<file path="src/rtl/core/mscr_pkg.sv">
// shared types and constants for the utf-8 mixed script risk check
`timescale 1ns / 1ps

package mscr_pkg;

	// code point and state widths
	localparam int CP_W     = 21;
	localparam int CONT_W   = 2;
	localparam int SCRIPT_W = 6;

	// script class bits
	localparam int SCR_LATIN    = 0;
	localparam int SCR_GREEK    = 1;
	localparam int SCR_CYRILLIC = 2;
	localparam int SCR_HEBREW   = 3;
	localparam int SCR_ARABIC   = 4;
	localparam int SCR_OTHER    = 5;

	// configuration register indexes
	localparam logic [1:0] CFG_ALLOW_BIDI     = 2'd0;
	localparam logic [1:0] CFG_ALLOW_MIRRORED = 2'd1;
	localparam logic [1:0] CFG_ALLOW_MIXED    = 2'd2;
	localparam logic [1:0] CFG_ALLOW_TRANSLIT = 2'd3;

	// one input request
	typedef struct packed {
		logic [7:0] text_byte;
		logic       last_byte;
	} in_item_t;

	// one verdict
	typedef struct packed {
		logic risky;
		logic malformed;
	} out_item_t;

	// policy register set
	typedef struct packed {
		logic allow_bidi;
		logic allow_mirrored;
		logic allow_mixed_scripts;
		logic allow_transliteration;
	} policy_t;

	// classification of one code point
	typedef struct packed {
		logic                is_bidi;
		logic                is_mirrored;
		logic [SCRIPT_W-1:0] script;
	} cp_class_t;

endpackage

</file>
<file path="src/rtl/core/utf8_mixed_script_risk_check.sv">
// top level: input register, decode stage, verdict register and policy registers
// path: a byte is taken into the input register, decoded combinationally there, and
//   the verdict for a last byte is registered into the output register behind out_data
// throughput: one byte per cycle; the decode stage only waits when a last byte
//   meets a verdict still held in the output register
// reset: arst_n clears the policy registers, decode state and all valid flags
`timescale 1ns / 1ps

module utf8_mixed_script_risk_check (
	input  logic                 clk,
	input  logic                 arst_n,
	input  logic                 in_valid,
	output logic                 in_ready,
	input  mscr_pkg::in_item_t   in_data,
	output logic                 out_valid,
	input  logic                 out_ready,
	output mscr_pkg::out_item_t  out_data,
	input  logic                 cfg_valid,
	output logic                 cfg_ready,
	input  logic [1:0]           cfg_index,
	input  logic                 cfg_data
);

	logic                valid_s1;
	mscr_pkg::in_item_t  item_s1;
	logic                step;
	logic                out_valid_q;
	mscr_pkg::out_item_t out_data_q;
	mscr_pkg::out_item_t verdict;
	mscr_pkg::policy_t   policy_q;

	// stage advance: a last byte needs room in the output register
	assign step      = valid_s1 && (!item_s1.last_byte || !out_valid_q || out_ready);
	assign in_ready  = !valid_s1 || step;
	assign cfg_ready = 1'b1;
	assign out_valid = out_valid_q;
	assign out_data  = out_data_q;

	// input register
	always_ff @(posedge clk or negedge arst_n) begin
		if (!arst_n) begin
			valid_s1 <= 1'b0;
		end else if (in_ready) begin
			valid_s1 <= in_valid;
		end
	end

	always_ff @(posedge clk) begin
		if (in_valid && in_ready) begin
			item_s1 <= in_data;
		end
	end

	mscr_decode u_decode (
		.clk     (clk),
		.arst_n  (arst_n),
		.step    (step),
		.item    (item_s1),
		.policy  (policy_q),
		.verdict (verdict)
	);

	// output register
	always_ff @(posedge clk or negedge arst_n) begin
		if (!arst_n) begin
			out_valid_q <= 1'b0;
		end else if (step && item_s1.last_byte) begin
			out_valid_q <= 1'b1;
		end else if (out_ready) begin
			out_valid_q <= 1'b0;
		end
	end

	always_ff @(posedge clk) begin
		if (step && item_s1.last_byte) begin
			out_data_q <= verdict;
		end
	end

	// policy registers
	always_ff @(posedge clk or negedge arst_n) begin
		if (!arst_n) begin
			policy_q <= '0;
		end else if (cfg_valid && cfg_ready) begin
			unique case (cfg_index)
				mscr_pkg::CFG_ALLOW_BIDI:     policy_q.allow_bidi            <= cfg_data;
				mscr_pkg::CFG_ALLOW_MIRRORED: policy_q.allow_mirrored        <= cfg_data;
				mscr_pkg::CFG_ALLOW_MIXED:    policy_q.allow_mixed_scripts   <= cfg_data;
				mscr_pkg::CFG_ALLOW_TRANSLIT: policy_q.allow_transliteration <= cfg_data;
				default: begin
				end
			endcase
		end
	end

endmodule

</file>
<file path="src/rtl/core/mscr_class.sv">
// range compares that sort one code point into a script class
`timescale 1ns / 1ps

module mscr_class (
	input  logic [mscr_pkg::CP_W-1:0] cp,
	output mscr_pkg::cp_class_t       cls
);

	// bidi controls and mirrored punctuation
	always_comb begin
		cls = '0;
		cls.is_bidi = (cp >= 21'h0202A && cp <= 21'h0202E) ||
			(cp >= 21'h02066 && cp <= 21'h02069);
		cls.is_mirrored = (cp == 21'h0061B) || (cp == 21'h0061F) ||
			(cp == 21'h0FD3E) || (cp == 21'h0FD3F);

		// first matching range wins
		priority if ((cp >= 21'h000C0 && cp <= 21'h0024F) ||
			(cp >= 21'h01E00 && cp <= 21'h01EFF)) begin
			cls.script[mscr_pkg::SCR_LATIN] = 1'b1;
		end else if ((cp >= 21'h00370 && cp <= 21'h003FF) ||
			(cp >= 21'h01F00 && cp <= 21'h01FFF)) begin
			cls.script[mscr_pkg::SCR_GREEK] = 1'b1;
		end else if (cp >= 21'h00400 && cp <= 21'h0052F) begin
			cls.script[mscr_pkg::SCR_CYRILLIC] = 1'b1;
		end else if (cp >= 21'h00590 && cp <= 21'h005FF) begin
			cls.script[mscr_pkg::SCR_HEBREW] = 1'b1;
		end else if (cp >= 21'h00600 && cp <= 21'h006FF) begin
			cls.script[mscr_pkg::SCR_ARABIC] = 1'b1;
		end else begin
			cls.script[mscr_pkg::SCR_OTHER] = 1'b1;
		end
	end

endmodule

</file>
<file path="src/rtl/core/mscr_decode.sv">
// utf-8 decode state, per-identifier flags and verdict logic
`timescale 1ns / 1ps

module mscr_decode (
	input  logic                  clk,
	input  logic                  arst_n,
	input  logic                  step,
	input  mscr_pkg::in_item_t    item,
	input  mscr_pkg::policy_t     policy,
	output mscr_pkg::out_item_t   verdict
);

	logic [mscr_pkg::CONT_W-1:0]   cont_q, cont_n;
	logic [mscr_pkg::CP_W-1:0]     acc_q, acc_n, acc_shift, cp;
	logic                          mal_q, mal_n;
	logic                          forb_q, forb_n;
	logic [mscr_pkg::SCRIPT_W-1:0] scripts_q, scripts_n;
	logic                          cp_done;
	logic                          multi_script;
	logic                          bad;
	mscr_pkg::cp_class_t           cls;

	mscr_class u_class (
		.cp  (cp),
		.cls (cls)
	);

	assign acc_shift = {acc_q[mscr_pkg::CP_W-7:0], item.text_byte[5:0]};

	// byte decode and state update
	always_comb begin
		cont_n    = cont_q;
		acc_n     = acc_q;
		mal_n     = mal_q;
		forb_n    = forb_q;
		scripts_n = scripts_q;
		cp_done   = 1'b0;
		cp        = acc_shift;
		if (cont_q == '0) begin
			cp = {13'd0, item.text_byte};
			priority if (item.text_byte[7] == 1'b0) begin
				cp_done = 1'b1;
			end else if (item.text_byte[7:5] == 3'b110) begin
				acc_n  = {16'd0, item.text_byte[4:0]};
				cont_n = 2'd1;
			end else if (item.text_byte[7:4] == 4'b1110) begin
				acc_n  = {17'd0, item.text_byte[3:0]};
				cont_n = 2'd2;
			end else if (item.text_byte[7:3] == 5'b11110) begin
				acc_n  = {18'd0, item.text_byte[2:0]};
				cont_n = 2'd3;
			end else begin
				mal_n = 1'b1;
			end
		end else if (item.text_byte[7:6] != 2'b10) begin
			mal_n  = 1'b1;
			cont_n = '0;
			acc_n  = '0;
		end else begin
			acc_n  = acc_shift;
			cont_n = cont_q - 2'd1;
			cp_done = (cont_q == 2'd1);
		end

		// take a finished non-ascii code point
		if (cp_done && cp >= 21'h00080) begin
			priority if (cls.is_bidi && !policy.allow_bidi) begin
				forb_n = 1'b1;
			end else if (cls.is_mirrored && !policy.allow_mirrored) begin
				forb_n = 1'b1;
			end else begin
				scripts_n = scripts_q | cls.script;
			end
		end
	end

	// verdict from the state after this byte
	assign multi_script = (scripts_n & (scripts_n - 6'd1)) != '0;
	assign bad          = mal_n || (cont_n != '0);
	always_comb begin
		verdict.malformed = bad;
		verdict.risky = bad || forb_n ||
			(multi_script && !policy.allow_mixed_scripts) ||
			((scripts_n[mscr_pkg::SCR_GREEK] || scripts_n[mscr_pkg::SCR_CYRILLIC]) &&
			 !policy.allow_transliteration);
	end

	// state registers, cleared after each identifier
	always_ff @(posedge clk or negedge arst_n) begin
		if (!arst_n) begin
			cont_q    <= '0;
			acc_q     <= '0;
			mal_q     <= 1'b0;
			forb_q    <= 1'b0;
			scripts_q <= '0;
		end else if (step) begin
			if (item.last_byte) begin
				cont_q    <= '0;
				acc_q     <= '0;
				mal_q     <= 1'b0;
				forb_q    <= 1'b0;
				scripts_q <= '0;
			end else begin
				cont_q    <= cont_n;
				acc_q     <= acc_n;
				mal_q     <= mal_n;
				forb_q    <= forb_n;
				scripts_q <= scripts_n;
			end
		end
	end

endmodule
</file>
<file path="config.mk">
export PLATFORM = sky130hd
export DESIGN_NAME = utf8_mixed_script_risk_check
export DESIGN_NICKNAME = d
export VERILOG_FILES = /design/src/rtl/core/mscr_pkg.sv /design/src/rtl/core/utf8_mixed_script_risk_check.sv /design/src/rtl/core/mscr_class.sv /design/src/rtl/core/mscr_decode.sv
export SDC_FILE = /design/constraint.sdc
export NUM_CORES = 1
export LEC_CHECK = 0
export BUFFER_PORTS_ARGS = -buffer_cell sky130_fd_sc_hd__buf_4
export CORE_ASPECT_RATIO = 1.5
export CORE_UTILIZATION = 25
export DETAILED_ROUTE_END_ITERATION = 7
export PLACE_DENSITY = 0.5
export SLEW_MARGIN = 20
export SYNTH_ARGS = -nofsm -noshare
export SYNTH_HDL_FRONTEND = slang
export SYNTH_SLANG_ARGS = --single-unit
</file>
<file path="constraint.sdc">
create_clock -name clk -period 4 [get_ports clk]
set_input_delay 1 -clock clk [delete_from_list [all_inputs] [get_ports clk]]
set_output_delay 1 -clock clk [all_outputs]
set_load 0.05 [all_outputs]
</file>
==> results of run 1 <==
[registers in the layout (all words and copies together), names as in the netlist]
signal              count
item_s1                 9
out_valid               1
out_data                2
u_decode.cont_q         2
valid_s1                1
u_decode.acc_q         15
u_decode.forb_q         1
u_decode.mal_q          1
u_decode.scripts_q      6
policy_q                4
[cells by family (layout without fill, tap and decap cells)]
| kind of cell | after synthesis | after routing |
|---|---|---|
| simple gates | 140 | 140 |
| fa+ha+maj | 3 | 3 |
| buf+inv | 26 | 41 |
| other cells | 1 | 1 |
| mux | 4 | 4 |
| flops | 42 | 42 |
| compound gates | 72 | 72 |
[through the flow]
step | instances | util [%] | power, mW
2_1_floorplan | 288 | - | 0.721
3_3_place_gp | 410 | 28.6 | 0.816
3_5_place_dp | 410 | 28.6 | 0.815
4_1_cts | 418 | 30.1 | 1.23
5_1_grt | 418 | 30.1 | 1.29
6_report | 418 | 30.1 | 1.22
[area by class of cell]
type,count,share of cell area [%]
inverter,11,1.41
tap,115,4.91
clock buffer,6,4.74
timing repair buffer,22,5.63
sequential,42,37.7
multi-input combinational,220,45.2
clock inverter,2,0.384
[worst max-delay path, cell delays in order (launching register included)]
cell	delay, ns
dfrtp_1	0.39
inv_1	0.08
ha_1	0.36
nand2b_1	0.31
or4_1	0.63
a2111oi_0	0.53
a311o_1	0.26
or2_1	0.17
a22oi_1	0.08
a311o_1	0.35
[final timing paths]
check	from	end	slack, ns	depth (start not counted)
setup / recovery	u_decode.cont_q[0]	out_data[1]	0.59	9
hold / removal	u_decode.mal_q	u_decode.mal_q	0.50	1
setup reg to reg	u_decode.cont_q[0]	out_data[1]	0.59	9
hold reg to reg	u_decode.mal_q	u_decode.mal_q	0.50	1
max in group asynchronous	arst_n	u_decode.acc_q[4]	3.05	1
min in group asynchronous	arst_n	u_decode.scripts_q[3]	0.65	1
[cell usage in the layout, fill, tap and decap left out, types with 2 or more instances in the layout]
cell,netlist,layout
o211ai_1,3,3
nand3b_1,3,3
or3_1,4,4
a22o_1,4,4
a311o_1,2,2
nand2_1,36,36
or2_2,4,4
nor2b_1,3,3
or4_4,2,2
and4b_1,2,2
nand4_1,6,6
a31oi_1,4,4
buf_4,1,22
mux2_2,4,4
a21oi_1,13,13
or4_1,3,3
and4_1,2,2
nor3_1,10,10
clkbuf_16,0,5
and2_1,3,3
nor3_4,2,2
o21ai_0,29,29
a221oi_1,2,2
and3_1,3,3
nor4_1,7,7
nand2b_1,9,9
inv_1,11,11
nand3_1,7,7
nor2_1,24,24
and3b_1,2,2
edfxtp_1,11,11
ha_1,2,2
dfrtp_1,31,31
[routing by layer]
metal	vias up	global-route usage, %	routed length [um]	share of wire (%)
li1	1094	-	-	-
met1	1058	16.1	2850	40
met2	66	24.7	3590	51
met3	30	2.44	213	3.0
met4	0	11.6	457	6.4
met5	-	0	0	0
[power groups by stage]
| stage | Combinational (mW) | Sequential, mW | Clock [mW] |
|---|---|---|---|
| global route | 0.322 | 0.528 | 0.436 |
| floorplan | 0.203 | 0.517 | 0 |
| detailed placement | 0.284 | 0.531 | 0 |
| finish | 0.286 | 0.524 | 0.409 |
| global placement | 0.284 | 0.532 | 0 |
| CTS | 0.286 | 0.523 | 0.424 |
==> reports/results.ini, run 1 <==
[timing]
worst_slew_pin_slew_ns=0.814
hold_ws_ns=0.504
setup_viol=0
setup_tns_ns=0
rsz0062_at_grt=false
relSlewSlack_pct=45.6
fmaxAchievable_ghz=0.293
finalHoldViolCount=0
fin_crit_ns=3.41
fin_crit_sh_pct=85.2
worst_clock_skew_ns=0.00458
maxSlewViolCount=0
fin_ws_ns=0.593

[yosys]
synth-simple-area-share_pct=31.0
synthAdderAreaFrac_pct=1.38
netlist_instances=288
synthDistinctLibCells=59
syn_area_um2=2530
synth-compound-area-share_pct=18.0
synthTopCellsByArea=dfrtp_1, edfxtp_1, o21ai_0, nand2_1, nor2_1
synth.largest_area_cell=dfrtp_1
synth_xor_area_share_pct=0
synth_seq_area_share_pct=43.6
synth_edf_count=11
synthFlopType=dfrtp_1
muxShareOfSynthArea_pct=1.78
ys_seq_elements=42
yosys.area.top_type_share_pct=30.6
yosys_warnings=0
postSynthAreaPerCell_um2=8.80
synth_top_family_by_area=simple AND/OR/NAND/NOR gates
async_flop_share_pct=73.8
ys_top_cells_by_count=nand2_1, dfrtp_1, o21ai_0, nor2_1
syn_nets=307
synth.most_common_cell=nand2_1

[place]
place_area_um2=2780
gp_congestion=0.915
place_ws_ns=0.646
port_buffers=20
dpl.hpwl_mm=5.31

[detailed_routing]
wl_per_cell_um=17.0
vias_per_cell=5.38
drtIter0Drc=154
wl_mm=7.11
drt-pass1-iter-count=4
ant_nets=0
dr_total_vias=2248
drc=0

[power]
p_sw_share_pct=31.4
seq_power_share_pct=42.9
combPwrFrac_pct=23.5
powerDensity_nw_per_um2=416
vdd_drop_max_v=0.000261
internal_power_mw=0.836
clkPwrFrac_pct=33.6
leakage_nw=1.13
p_switching_mw=0.383

[setup_path]
setup.worst_path.end_class=flip-flop
crit_type=reg -> reg
worstPathArrival_ns=3.45
cp-start-kind=flip-flop
cp_max_fo=15
critPathRequiredTime_ns=4.04

[clocking]
clockRootBuffer=clkbuf_16
clk_pin_slew_ns=0.06
cts_hold_buffers=0
cts_htree_levels=2
cts_setup_buffers=0
clk_latency_ns=0.29
cts-resized-gates=0
cts_tree=done
clock_path_buffers=2
clock-sinks=42
cts_made_buffers=5

[global_route]
grt_pass1_vias=2348
grt_pass1_wl_mm=11.9
antenna_found_initial=0
grt_use_total_pct=14.6
overflow=0
grt_max_degree=32

[floorplan]
core_area_um2=9740
die_w_um=84.2
dieArea_um2=10600
initial_core_util_pct=26.0
rows=44
ios=22
fp.dieH_um=125

[finish]
multi_input_area_um2=1330
seq_area_um2=1110
nNetsFinal=321
area_growth_pct=15.7
final_layout_size_suffix_gt1_share_pct=14.5
fillers=1010
num_antenna_cells=0
stdcell_area_um2=2930

[hold_path]
hp-class=reg -> reg

[job]
maxCapViolCount=0

[run_status]
status=finished, final reports clean

(Power assumes the default switching activity.)
==> run 2, diff against run 1 <==
- ABC_AREA: not set -> 1
==> reports/results.ini, run 2 <==
[setup_path]
setup.worst_path.end_class=flip-flop
cp-start-kind=flip-flop
cp_max_fo=24  ; +9
worstPathArrival_ns=3.27  ; -0.18 ns
slowest_delay_ns=0.41  ; -0.22 ns
cp_common_cell=nand2_1
critPathRequiredTime_ns=4.05  ; about the same
slowest_stage=ha_1
crit_type=reg -> reg
worstPathCellList=inv_1, ha_1, inv_2, nand2_1, nand2_1, nor2_2, nand2_1, nor2_1, nand3_1, nand2_1, nand2_1, nand3_1, nor2_1, nand4_1, nand3_1, nand2_1, nand3_1, nand2_1, nand2_1

[global_route]
grt_use_total_pct=16.1  ; +1.6 points
overflow=0  ; unchanged
grt_pass1_wl_mm=15.1  ; +27%
grt_pass1_vias=2908  ; +24%
grt_max_degree=32  ; unchanged
antenna_found_initial=0  ; unchanged

[yosys]
postSynthAreaPerCell_um2=6.89  ; -22%
synth_edf_count=11  ; unchanged
ys_top_cells_by_count=nand2_1, inv_1, nor2_1, nand3_1, dfrtp_1
synthDistinctLibCells=40  ; -32%
synthFlopType=dfrtp_1
synth.most_common_cell=nand2_1
yosys_warnings=0  ; unchanged
async_flop_share_pct=73.8  ; unchanged
synth_seq_area_share_pct=37.4  ; -6.2 points
synth.largest_area_cell=dfrtp_1
netlist_instances=429  ; +49%
yosys.area.top_type_share_pct=26.3  ; -4.3 points
syn_area_um2=2950  ; +17%
synthTopCellsByArea=dfrtp_1, nand2_1, edfxtp_1, nand3_1, inv_1
syn_nets=448  ; +46%
ys_seq_elements=42  ; unchanged

[power]
vdd_drop_max_v=0.000436  ; +67%
p_sw_share_pct=41.6  ; +10 points
p_switching_mw=0.699  ; +83%
seq_power_share_pct=32.8  ; -10 points
leakage_nw=1.61  ; +42%
combPwrFrac_pct=40.1  ; +17 points
powerDensity_nw_per_um2=496  ; +19%
clkPwrFrac_pct=27.1  ; -6.5 points
internal_power_mw=0.984  ; +18%

[finish]
mostFrequentLayoutCell=nand2_1
multi_input_area_um2=1530  ; +16%
seq_area_um2=1110  ; unchanged
num_antenna_cells=0  ; unchanged
fillers=1283  ; +27%
largest_reg_flops=15  ; unchanged
layout_common_cells=nand2_1, inv_1, nor2_1, nand3_1, dfrtp_1
final_util_pct=29.4  ; -0.69 points
top_register=u_decode.acc_q
nNetsFinal=465  ; +45%
area_growth_pct=14.8
reg_top3=u_decode.acc_q: 15 flops, item_s1: 9 flops, u_decode.scripts_q: 6 flops
final_layout_size_suffix_gt1_share_pct=11.4  ; -3.1 points

[detailed_routing]
dr_total_vias=2911  ; +29%
ant_nets=0  ; unchanged
wl_mm=9.30  ; +31%
drtIter0Drc=203  ; +32%
drt-pass1-iter-count=5  ; +1
drc=0  ; unchanged
vias_per_cell=4.88  ; -9.3%
wl_per_cell_um=15.6  ; -8.4%

[timing]
rsz0062_at_grt=false
setup_tns_ns=0  ; unchanged
worst_clock_skew_ns=0.00812  ; +0.00354 ns
fin_crit_sh_pct=80.4  ; -4.7 points
fmaxAchievable_ghz=0.311  ; +5.9%
setup_viol=0  ; unchanged
worst_slew_pin_slew_ns=0.930  ; +0.116 ns
maxSlewViolCount=0  ; unchanged
relSlewSlack_pct=38.0  ; -7.6 points
finalHoldViolCount=0  ; unchanged
fin_crit_ns=3.22  ; -0.190 ns

[clocking]
clk_latency_ns=0.29  ; about the same
cts_htree_levels=2  ; unchanged
cts_made_buffers=5  ; unchanged
clk_pin_slew_ns=0.06  ; about the same
cts_hold_buffers=0  ; unchanged
cts-resized-gates=0  ; unchanged
clockRootBuffer=clkbuf_16
cts_tree=done
cts_setup_buffers=0  ; unchanged
clock_path_buffers=2  ; unchanged
clock-sinks=42  ; unchanged

[place]
port_buffers=20  ; unchanged
gp_congestion=0.936  ; +2.3%
dpl.hpwl_mm=7.44  ; +40%

[floorplan]
core_area_um2=11500  ; +18%
fp.dieH_um=135  ; +7.8%
ios=22  ; unchanged
rows=48  ; +9.1%
die_w_um=90.8  ; +7.8%
initial_core_util_pct=25.6  ; -0.40 points
dieArea_um2=12300  ; +16%

[hold_path]
hp-class=reg -> reg

[run_status]
status=finished, final reports clean

[job]
maxCapViolCount=0  ; unchanged

==> run 2: changes by cell type after synthesis, moves of 12 or more <==
cell,previous run,this run
nand4_1,6,19
nand3_1,7,49
inv_1,11,64
nor2_1,24,58
clkbuf_1,13,1
nand2_1,36,90
==> run 2: critical path: cells and delay by family (launching register included) <==
family	cells	cell delay [ns]
buffers and inverters	2	0.40
DFF	1	0.40
and+or+nand+nor	16	1.75
adders and majority gates	1	0.41
==> run 2: final timing paths <==
| path | startpoint | endpoint | slack, ns | cells after the start |
|---|---|---|---|---|
| max in group asynchronous | arst_n | u_decode.scripts_q[1] | 3.04 | 1 |
| worst max-delay path | u_decode.cont_q[0] | out_data[1] | 0.78 | 19 |
| worst min register to register | policy_q[3] | policy_q[3] | 0.49 | 2 |
| worst max register to register | u_decode.cont_q[0] | out_data[1] | 0.78 | 19 |
| worst min-delay path | policy_q[3] | policy_q[3] | 0.49 | 2 |
| min in group asynchronous | arst_n | u_decode.acc_q[12] | 0.65 | 1 |
==> run 2: through the flow <==
| stage | worst slack [ns] | area, um^2 | total power [mW] | std cells | hold slack, ns |
|---|---|---|---|---|---|
| detailed placement | 0.832 | 3230 | 1.23 | 589 | 0.482 |
| global placement | 0.821 | 3230 | 1.23 | 589 | 0.480 |
| CTS | 0.809 | 3390 | 1.69 | 597 | 0.496 |
| global route | 0.365 | 3390 | 1.80 | 597 | 0.505 |
| finish | 0.782 | 3390 | 1.68 | 597 | 0.490 |
| floorplan | 1.50 | 2950 | 1.07 | 429 | 0.453 |
==> run 2: power by group through the flow <==
stage | clock (mW) | sequential (mW) | combinational [mW]
after global placement | 0 | 0.559 | 0.674
after global routing | 0.479 | 0.558 | 0.763
after floorplan | 0 | 0.557 | 0.511
after CTS | 0.464 | 0.552 | 0.671
final | 0.457 | 0.552 | 0.675
after detailed placement | 0 | 0.560 | 0.667
==> run 2: layout make-up <==
type | instances | share of cell area [%]
clock buffer | 6 | 3.80
clock inverter | 2 | 0.996
inverter | 67 | 7.42
multi-input combinational | 310 | 45.2
tap | 150 | 5.54
sequential | 42 | 32.6
timing repair buffer | 20 | 4.43
==> run 2: layer usage <==
metal	global-route usage, %	vias to the layer above	wire [um]
met2	30.3	72	4950
met3	1.63	23	241
met1	17.2	1361	3660
met5	0	-	0
met4	9.86	0	444
li1	-	1455	-
==> run 2: cells by family after synthesis <==
group	Yosys count	synth area share, %
AOI/OAI and AO/OA	64	13.9
adders and majority gates	2	0.847
buffers and inverters	77	10.7
DFF	42	37.4
other	1	0.127
and+or+nand+nor	243	37.1
==> run 3, diff against run 2 <==
- clock period: 4 -> 3.3 ns (I/O delays scaled with it)
==> reports/results.ini, run 3 (same netlist as run 2, synthesis figures left out) <==
[run_status]
status=finished, final reports clean

[clocking]
clk_latency_ns=0.30  ; about the same
cts_hold_buffers=0  ; unchanged
clock_path_buffers=2  ; unchanged
cts_tree=done
cts_htree_levels=2  ; unchanged
clk_pin_slew_ns=0.07  ; about the same
clockRootBuffer=clkbuf_16
cts_setup_buffers=0  ; unchanged
clock-sinks=42  ; unchanged
cts_made_buffers=5  ; unchanged
cts-resized-gates=0  ; unchanged

[setup_path]
slowest_stage=dfrtp_1
critPathRequiredTime_ns=3.34  ; -0.71 ns
slowest_delay_ns=0.39  ; -0.02 ns
worstPathArrival_ns=3.03  ; -0.24 ns
cp_max_fo=24  ; unchanged
cp-start-kind=flip-flop
setup.worst_path.end_class=flip-flop
worstPathCellList=inv_1, ha_1, inv_2, nand2_1, inv_1, nand3_1, nor2_1, nand4_1, nand2_1, nand2_1, nand2_1, nand2_1, nand2_1, nand4_1, o21ai_1, o21ai_1, nor2_1, nand2_1
crit_type=reg -> reg
path_buf_inv=3  ; +1
cp_top_family=simple AND/OR/NAND/NOR gates
cp_common_cell=nand2_1

[power]
vdd_drop_max_v=0.000291  ; -33%
clkPwrFrac_pct=29.2  ; +2.1 points
p_switching_mw=0.871  ; +25%
leakage_nw=1.65  ; +2.6%
p_sw_share_pct=40.9  ; -0.61 points
combPwrFrac_pct=39.3  ; -0.8 points
seq_power_share_pct=31.4  ; -1.4 points
powerDensity_nw_per_um2=614  ; +24%
internal_power_mw=1.26  ; +28%

[floorplan]
die_w_um=90.8  ; unchanged
rows=48  ; unchanged
fp.dieH_um=135  ; unchanged
core_area_um2=11500  ; unchanged
dieArea_um2=12300  ; unchanged
initial_core_util_pct=25.6  ; unchanged
ios=22  ; unchanged

[finish]
num_antenna_cells=0  ; unchanged
fillers=1316  ; +2.6%
mostFrequentLayoutCell=nand2_1
nNetsFinal=471  ; +1.3%
largest_reg_flops=15  ; unchanged
top_register=u_decode.acc_q
final_layout_size_suffix_gt1_share_pct=13.0  ; +1.6 points
area_growth_pct=17.2
final_util_pct=30.0  ; +0.62 points
reg_top3=u_decode.acc_q: 15 flops, item_s1: 9 flops, u_decode.scripts_q: 6 flops
layout_common_cells=nand2_1, inv_1, nor2_1, nand3_1, dfrtp_1

[timing]
fmaxAchievable_ghz=0.335  ; +7.8%
finalHoldViolCount=0  ; unchanged
worst_clock_skew_ns=0.0122  ; +0.00405 ns
worst_slew_pin_slew_ns=0.840  ; -0.0892 ns
rsz0062_at_grt=false
setup_viol=0  ; unchanged
fin_crit_sh_pct=90.4  ; +10 points
setup_tns_ns=0  ; unchanged
fin_crit_ns=2.98  ; -0.233 ns
relSlewSlack_pct=44.0  ; +5.9 points
maxSlewViolCount=0  ; unchanged

[global_route]
grt_pass1_wl_mm=15.2  ; +0.46%
grt_use_total_pct=16.3  ; +0.10 points
grt_max_degree=32  ; unchanged
antenna_found_initial=0  ; unchanged
overflow=0  ; unchanged
grt_pass1_vias=2976  ; +2.3%

[job]
maxCapViolCount=0  ; unchanged

[detailed_routing]
vias_per_cell=4.89  ; +0.30%
wl_mm=9.38  ; +0.93%
drtIter0Drc=207  ; +2.0%
drc=0  ; unchanged
drt-pass1-iter-count=4  ; -1
wl_per_cell_um=15.6  ; about the same
dr_total_vias=2949  ; +1.3%
ant_nets=0  ; unchanged

[place]
port_buffers=20  ; unchanged
gp_congestion=0.966  ; +3.2%
dpl.hpwl_mm=7.58  ; +1.9%

[hold_path]
hp-class=in -> async

## run 3: worst paths after layout
check | from | slack [ns] | to | cells after the start
min | arst_n | 0.47 | u_decode.scripts_q[5] | 1
min reg2reg | policy_q[2] | 0.50 | policy_q[2] | 2
max reg2reg | u_decode.cont_q[0] | 0.32 | out_data[1] | 18
min in group clk | policy_q[2] | 0.50 | policy_q[2] | 2
max | u_decode.cont_q[0] | 0.32 | out_data[1] | 18
max in group asynchronous | arst_n | 2.52 | u_decode.acc_q[10] | 1
## run 3: cell type report
class / count / area, um^2 / share of cell area [%]
flip-flops and latches: 42 / 1110 / 31.9
inverters: 67 / 251 / 7.26
clock buffers: 6 / 150 / 4.34
repair buffers: 26 / 195 / 5.64
well taps: 150 / 188 / 5.42
clock inverters: 2 / 38.8 / 1.12
multi-input cells: 310 / 1530 / 44.3
## run 3: per-layer routing
| metal | part of all wire (%) | vias up | wire, um | global-route usage, % |
|---|---|---|---|---|
| met1 | 39 | 1375 | 3620 | 17.0 |
| met5 | 0 | - | 0 | 0 |
| met2 | 52 | 77 | 4910 | 30.1 |
| met4 | 6.0 | 0 | 559 | 12.1 |
| li1 | - | 1465 | - | - |
| met3 | 3.1 | 32 | 290 | 1.46 |
## run 3: through the flow
step | instances | worst slack (ns) | cell area [um^2] | hold slack [ns] | power (mW)
finish | 603 | 0.316 | 3460 | 0.469 | 2.13
global route | 603 | 0.00899 | 3460 | 0.515 | 2.27
CTS | 603 | 0.325 | 3460 | 0.489 | 2.14
detailed placement | 595 | 0.334 | 3270 | 0.489 | 1.51
global placement | 595 | 0.405 | 3270 | 0.472 | 1.52
floorplan | 429 | 1.01 | 2950 | 0.453 | 1.29
## run 3: worst reg2reg max path: cells and delay by family (launching register included)
family / cells / cell delay, ns
adders and majority gates: 1 / 0.22
and+or+nand+nor: 12 / 1.30
DFF: 1 / 0.39
buffers and inverters: 3 / 0.62
AOI/OAI and AO/OA: 2 / 0.20
## run 3: power groups by stage
stage                     sequential (mW)  combinational, mW  clock, mW
after global routing                0.677              0.941      0.655
after detailed placement            0.679              0.832          0
after global placement              0.679              0.838          0
after floorplan                     0.675              0.619          0
final                               0.669              0.836      0.622
after CTS                           0.669              0.837      0.633
